--- src/hdl/mase_pkg.sv ---
// shared types and constants for the matrix add/subtract/multiply engine
`timescale 1ns / 1ps
`default_nettype none

package mase_pkg;

  localparam int IDX_W      = 3;
  localparam int COUNT_W    = 4;
  localparam int VALUE_W    = 32;
  localparam int OPCODE_W   = 3;
  localparam int CFG_IDX_W  = 1;
  localparam int CFG_DATA_W = 4;

  localparam logic [OPCODE_W-1:0] OP_WRITE_A = 3'd0;
  localparam logic [OPCODE_W-1:0] OP_WRITE_B = 3'd1;
  localparam logic [OPCODE_W-1:0] OP_ADD     = 3'd2;
  localparam logic [OPCODE_W-1:0] OP_SUB     = 3'd3;
  localparam logic [OPCODE_W-1:0] OP_MUL     = 3'd4;

  localparam logic STATUS_OK         = 1'b0;
  localparam logic STATUS_NOT_SQUARE = 1'b1;

  localparam logic [CFG_IDX_W-1:0] CFG_ROW_COUNT = 1'd0;
  localparam logic [CFG_IDX_W-1:0] CFG_COL_COUNT = 1'd1;

  localparam logic [COUNT_W-1:0] COUNT_RESET = 4'd8;

  typedef struct packed {
    logic [OPCODE_W-1:0]       opcode;
    logic [IDX_W-1:0]          row_index;
    logic [IDX_W-1:0]          col_index;
    logic signed [VALUE_W-1:0] element_value;
  } in_item_t;

  typedef struct packed {
    logic [IDX_W-1:0]          result_row;
    logic [IDX_W-1:0]          result_col;
    logic signed [VALUE_W-1:0] result_value;
    logic                      status;
    logic                      last_element;
  } out_item_t;

  // controller to datapath
  typedef struct packed {
    logic             wr_a;
    logic             wr_b;
    logic             rd_en;
    logic             err_load;
    logic             mul;
    logic             sub;
    logic             first;
    logic             last_term;
    logic             last_elem;
    logic [IDX_W-1:0] row;
    logic [IDX_W-1:0] col;
    logic [IDX_W-1:0] k;
  } dp_cmd_t;

  // datapath to controller
  typedef struct packed {
    logic out_free;
    logic elem_done;
  } dp_status_t;

  // travels with each term down the datapath pipeline
  typedef struct packed {
    logic             vld;
    logic             mul;
    logic             sub;
    logic             first;
    logic             last_term;
    logic             last_elem;
    logic [IDX_W-1:0] row;
    logic [IDX_W-1:0] col;
  } dp_tag_t;

endpackage

`default_nettype wire

--- src/hdl/mase_ctrl.sv ---
// control state machine: decodes items, holds counts, sequences element reads
`timescale 1ns / 1ps
`default_nettype none

module mase_ctrl
  import mase_pkg::*;
#(
  parameter int MAX_DIM = 8
) (
  input  wire logic                  clk,
  input  wire logic                  rst_n,
  input  wire logic                  in_valid,
  output logic                       in_ready,
  input  wire in_item_t              in_data,
  input  wire logic                  cfg_we,
  input  wire logic [CFG_IDX_W-1:0]  cfg_index,
  input  wire logic [CFG_DATA_W-1:0] cfg_data,
  input  wire dp_status_t            status,
  output dp_cmd_t                    cmd
);

  typedef enum logic [1:0] {S_IDLE, S_ISSUE, S_DRAIN, S_ERR} state_t;

  localparam logic [COUNT_W-1:0] DIM = COUNT_W'(MAX_DIM);

  state_t             state_r, state_nxt;
  logic [COUNT_W-1:0] row_count_r, row_count_nxt;
  logic [COUNT_W-1:0] col_count_r, col_count_nxt;
  logic [COUNT_W-1:0] nr_r, nr_nxt;
  logic [COUNT_W-1:0] nc_r, nc_nxt;
  logic [IDX_W-1:0]   i_r, i_nxt;
  logic [IDX_W-1:0]   j_r, j_nxt;
  logic [IDX_W-1:0]   k_r, k_nxt;
  logic               mul_r, mul_nxt;
  logic               sub_r, sub_nxt;

  logic [COUNT_W-1:0] nr_used, nc_used;
  logic               in_fire, in_range;
  logic               last_row, last_col, last_k;

  function automatic logic [COUNT_W-1:0] used_count(input logic [COUNT_W-1:0] c);
    logic [COUNT_W-1:0] u;
    if (c == '0) begin
      u = COUNT_W'(1);
    end else if (c > DIM) begin
      u = DIM;
    end else begin
      u = c;
    end
    return u;
  endfunction

  assign in_ready = (state_r == S_IDLE);
  assign in_fire  = in_valid && in_ready;
  assign nr_used  = used_count(row_count_r);
  assign nc_used  = used_count(col_count_r);
  assign in_range = (COUNT_W'(in_data.row_index) < DIM) &&
                    (COUNT_W'(in_data.col_index) < DIM);
  assign last_row = (COUNT_W'(i_r) + COUNT_W'(1)) == nr_r;
  assign last_col = (COUNT_W'(j_r) + COUNT_W'(1)) == nc_r;
  assign last_k   = (COUNT_W'(k_r) + COUNT_W'(1)) == nr_r;

  always_comb begin
    state_nxt     = state_r;
    row_count_nxt = row_count_r;
    col_count_nxt = col_count_r;
    nr_nxt        = nr_r;
    nc_nxt        = nc_r;
    i_nxt         = i_r;
    j_nxt         = j_r;
    k_nxt         = k_r;
    mul_nxt       = mul_r;
    sub_nxt       = sub_r;

    cmd           = '0;
    cmd.mul       = mul_r;
    cmd.sub       = sub_r;
    cmd.row       = i_r;
    cmd.col       = j_r;
    cmd.k         = k_r;
    cmd.first     = (k_r == '0);
    cmd.last_term = !mul_r || last_k;
    cmd.last_elem = last_row && last_col;

    if (cfg_we) begin
      case (cfg_index)
        CFG_ROW_COUNT: row_count_nxt = cfg_data;
        CFG_COL_COUNT: col_count_nxt = cfg_data;
        default: ;
      endcase
    end

    case (state_r)
      S_IDLE: begin
        if (in_fire) begin
          case (in_data.opcode)
            OP_WRITE_A: cmd.wr_a = in_range;
            OP_WRITE_B: cmd.wr_b = in_range;
            OP_ADD, OP_SUB, OP_MUL: begin
              nr_nxt  = nr_used;
              nc_nxt  = nc_used;
              i_nxt   = '0;
              j_nxt   = '0;
              k_nxt   = '0;
              mul_nxt = (in_data.opcode == OP_MUL);
              sub_nxt = (in_data.opcode == OP_SUB);
              if ((in_data.opcode == OP_MUL) && (nr_used != nc_used)) begin
                state_nxt = S_ERR;
              end else begin
                state_nxt = S_ISSUE;
              end
            end
            default: ;
          endcase
        end
      end
      S_ISSUE: begin
        if ((k_r != '0) || status.out_free) begin
          cmd.rd_en = 1'b1;
          if (cmd.last_term) begin
            state_nxt = S_DRAIN;
          end else begin
            k_nxt = k_r + IDX_W'(1);
          end
        end
      end
      S_DRAIN: begin
        if (status.elem_done) begin
          k_nxt = '0;
          if (last_row && last_col) begin
            state_nxt = S_IDLE;
          end else begin
            state_nxt = S_ISSUE;
            if (last_col) begin
              j_nxt = '0;
              i_nxt = i_r + IDX_W'(1);
            end else begin
              j_nxt = j_r + IDX_W'(1);
            end
          end
        end
      end
      S_ERR: begin
        if (status.out_free) begin
          cmd.err_load = 1'b1;
          state_nxt    = S_IDLE;
        end
      end
      default: state_nxt = S_IDLE;
    endcase
  end

  always_ff @(posedge clk) begin
    if (!rst_n) begin
      state_r     <= S_IDLE;
      row_count_r <= COUNT_RESET;
      col_count_r <= COUNT_RESET;
      nr_r        <= COUNT_RESET;
      nc_r        <= COUNT_RESET;
      i_r         <= '0;
      j_r         <= '0;
      k_r         <= '0;
      mul_r       <= 1'b0;
      sub_r       <= 1'b0;
    end else begin
      state_r     <= state_nxt;
      row_count_r <= row_count_nxt;
      col_count_r <= col_count_nxt;
      nr_r        <= nr_nxt;
      nc_r        <= nc_nxt;
      i_r         <= i_nxt;
      j_r         <= j_nxt;
      k_r         <= k_nxt;
      mul_r       <= mul_nxt;
      sub_r       <= sub_nxt;
    end
  end

endmodule

`default_nettype wire

--- config.mk ---
export PLATFORM = sky130hd
export DESIGN_NAME = mase_ctrl
export DESIGN_NICKNAME = d
export VERILOG_FILES = /design/src/hdl/mase_pkg.sv /design/src/hdl/mase_ctrl.sv
export SDC_FILE = /design/constraint.sdc
export NUM_CORES = 1
export LEC_CHECK = 0
export BUFFER_PORTS_ARGS = -buffer_cell sky130_fd_sc_hd__buf_2
export CAP_MARGIN = 15
export CORE_UTILIZATION = 51
export DETAILED_ROUTE_END_ITERATION = 7
export GPL_TIMING_DRIVEN = 0
export PLACE_DENSITY = 0.83
export SYNTH_ARGS = -nofsm -noshare
export SYNTH_HDL_FRONTEND = slang
export SYNTH_SLANG_ARGS = --single-unit
--- constraint.sdc ---
create_clock -name clk -period 3.8 [get_ports clk]
set_input_delay 0.19 -clock clk [delete_from_list [all_inputs] [get_ports clk]]
set_output_delay 0.19 -clock clk [all_outputs]
set_load 0.1 [all_outputs]
==> results.md <==
* Hold_buf cts at 0
* Net Sw Frac at 33.02%
* Achievable frequency at 0.3845 GHz
* Post-layout util at 64.31%
* WL final at 3874 um
* #FFs+latches synth at 29
* First-pass GRT wire length at 6279 um
* Root buffer cell: clkbuf_4
* CP required at 3.61 ns
* GRT Util Overall at 24.00%
* Pwr Total at 782.8 uW
* Leak pwr at 0.8489 nW
* Crit path max fanout at 10
* Synth Area per Inst at 7.848 um2
* Hold WC Path Type: input port to register
* Internal power at 524.3 uW
* Reg2reg start: j_r[0]$_SDFFE_PN0P_
* Clk sinks at 29
* Final setup violation count at 0
* # DRC at 0
* Sequential group share of total power at 42.9%
* Status: finished, final reports clean
* Slew margin rel. at 52.21%
* Largest net degree at the start of global routing at 11
* Synth Warn # at 0
* Via/cell ratio at 5.632
* Post-route ant nets at 0
* Synth top area cells: dfxtp_1, nand3_1, nand2_1
* Post-synth top area share at 34.73%
* Worst hold margin at 0.1145 ns
* Max cap viols at 0
* Avg WL per Cell at 13.09 um
* Synth area leader: dfxtp_1
* Clock Path Buffers at 2
* Synth unique cells at 46
* Sequential area share after synthesis at 34.73%
* Iter 0 DRT Violations at 168
* Die Y at 59.25 um
* Comb power frac at 22.9%
* Vias in the first global route at 1487
* # rows at 20
* # nets final at 307
* Fin. Hold Viols at 0
* Initial core utilization at 54.31%
* Asr flop ratio synth at 0%
* Die width at 59.25 um
* Maximum VDD drop at 260.3 uV
* Final GP Congestion at 0.9043
* Synthesized netlist cell count at 213
* Max-slew violations at 0
* P_sw at 258.5 uW
* Tmin final at 2.601 ns
* Capture point of the worst reg-to-reg path: i_r[0]$_SDFFE_PN0P_
* PostCTS Resize Cnt at 0
* Postcts setup bufs at 0
* Port Buffers at 31
* Total congestion overflow at 0
* Skew final at 0.006542 ns
* Ratio of final minimum period to clock period at 68.44%
* Critical path capture point type: output port
* Ant. Diodes at 0
* Cts bufs inserted at 5
* Clock latency on the worst-skew pair at 0.34 ns
* Core area at 3078 um2
* Layout cells sized above 1 at 19.05%
* Beginning of the critical path: j_r[0]$_SDFFE_PN0P_
* Pwr dens at 395.5 nW/um2
* Crit start category: register
* Synth Cell Area at 1672 um2
* 1st-pass router iterations at 4
* Critical Path AT at 2.41 ns
* Critical Path Sink: cmd[9]
* Most used DFF post-synth: dfxtp_1
* R2r setup slk at 1.51 ns
* CTS tree: built
* Clock network power share at 34.2%
* Hpwl dp at 2747 um
* WS Path Type: register to output port
* IO Count at 71
* Antenna violations before repair at 0
* Post-synth EDFFs at 0
* Area growth, synth to finish at 18.41%
* Die area at 3511 um2
* Vias at 1667
* Clk pin slew, worst setup/hold paths at 0.09 ns
* Syn Nets at 269
* Worst slew pin tran at 0.7121 ns
* RSZ-0062 raised after global routing: false
* Layout fillers at 287
* Reg2Reg Depth at 7
* H-Tree Depth at 2
[worst max-delay path, stage by stage, from the launching register on]
cell	delay, ns
dfxtp_1	0.47
ha_1	0.30
xor2_1	0.15
a211o_1	0.28
or2_0	0.21
buf_6	0.14
nor2_1	0.09
buf_2	0.43
[power by group through the flow]
stage	Sequential, mW	Combinational (mW)	Clock, mW
after floorplan	0.379	0.104	0
after global placement	0.341	0.177	0
after detailed placement	0.343	0.179	0
after CTS	0.335	0.180	0.274
after global routing	0.338	0.193	0.290
final	0.336	0.179	0.268
[cells in the mapped netlist (3+ instances only)]
cell type / n
nor2_1: 15
nand3_1: 19
ha_1: 4
nor2b_1: 6
xnor2_1: 9
o21ai_0: 7
xor2_1: 4
clkbuf_1: 8
a31oi_1: 4
mux2i_1: 3
a32oi_1: 3
a311oi_1: 3
o211ai_1: 4
inv_1: 11
a21oi_1: 16
nand2_1: 25
dfxtp_1: 29
and3_1: 6
nor3_1: 3
[registers in the layout, indices dropped and copies added, names as in the netlist]
| name | flops |
|---|---|
| k_r | 3 |
| col_count_r | 4 |
| sub_r | 1 |
| mul_r | 1 |
| nc_r | 4 |
| j_r | 3 |
| row_count_r | 4 |
| nr_r | 4 |
| i_r | 3 |
| state_r | 2 |
[how the worst min path moves through the flow]
stage                           startpoint                     endpoint  slack, ns  depth (start not counted)
3_5_place_dp   col_count_r[0]$_SDFFE_PN0P_  col_count_r[0]$_SDFFE_PN0P_       0.45                          2
6_report                       cfg_data[3]  col_count_r[3]$_SDFFE_PN1P_       0.11                          3
5_1_grt                        cfg_data[3]  row_count_r[3]$_SDFFE_PN1P_       0.10                          3
4_1_cts                        cfg_data[3]  row_count_r[3]$_SDFFE_PN1P_        0.1                          3
2_1_floorplan                  cfg_data[0]  row_count_r[0]$_SDFFE_PN0P_       0.33                          2
3_3_place_gp                   cfg_data[1]  row_count_r[1]$_SDFFE_PN0P_       0.44                          3
[placed cells by master (no fill, tap or decap), drive strengths merged, types with 2 or more instances in the layout]
cell type / synthesis / layout
a211o: 2 / 2
a21bo: 2 / 2
a21oi: 16 / 16
a311oi: 3 / 3
a31oi: 4 / 4
a32oi: 3 / 3
and3: 6 / 6
buf: 3 / 34
clkbuf: 8 / 15
dfxtp: 29 / 29
ha: 4 / 4
inv: 11 / 11
mux2i: 3 / 3
nand2: 25 / 25
nand2b: 2 / 2
nand3: 19 / 19
nor2: 15 / 15
nor2b: 6 / 6
nor3: 3 / 3
o211ai: 4 / 4
o21a: 2 / 2
o21ai: 7 / 7
or2: 2 / 2
or4: 2 / 2
xnor2: 9 / 9
xor2: 4 / 4
[per-layer routing]
layer / vias to the layer above / routed length (um) / global-route usage, % / share of wire, %
met2: 50 / 1875 / 42.54 / 48
met4: 0 / 89 / 10.20 / 2.3
met3: 11 / 254 / 6.550 / 6.6
li1: 841 / - / - / -
met5: - / 0 / 0 / 0
met1: 765 / 1654 / 26.72 / 43
[layout make-up]
cell class	instances	area (um2)	share of cell area [%]
clock inverter	1	30.03	1.517
multi-input combinational	161	1002	50.63
inverter	12	45.04	2.276
sequential	29	580.6	29.33
clock buffer	7	55.05	2.781
timing repair buffer	31	155.1	7.838
tap	44	55.05	2.781
buffer	11	56.30	2.844
[logic make-up (layout without fill, tap and decap cells)]
kind of cell	count (synthesis)	count (layout)	synth area share, %
xor gates and xnor gates	13	13	6.811
AOI/OAI and AO/OA	52	52	21.03
muxes	4	4	2.470
adders and majority gates	4	4	2.994
DFF	29	29	34.73
buffers and inverters	23	62	6.062
and+or+nand+nor	88	88	25.90
[metrics by stage]
| step | cells | setup WS, ns | cell area, um2 | TNS [ns] |
|---|---|---|---|---|
| finish | 296 | 1.199 | 1979 | 0 |
| global route | 296 | 1.054 | 1979 | 0 |
| CTS | 296 | 1.179 | 1979 | 0 |
| detailed placement | 288 | 1.529 | 1894 | 0 |
| global placement | 288 | 1.564 | 1894 | 0 |
| floorplan | 213 | -0.3033 | 1684 | -0.5625 |
Note: power is estimated with default switching activity, not from simulation.
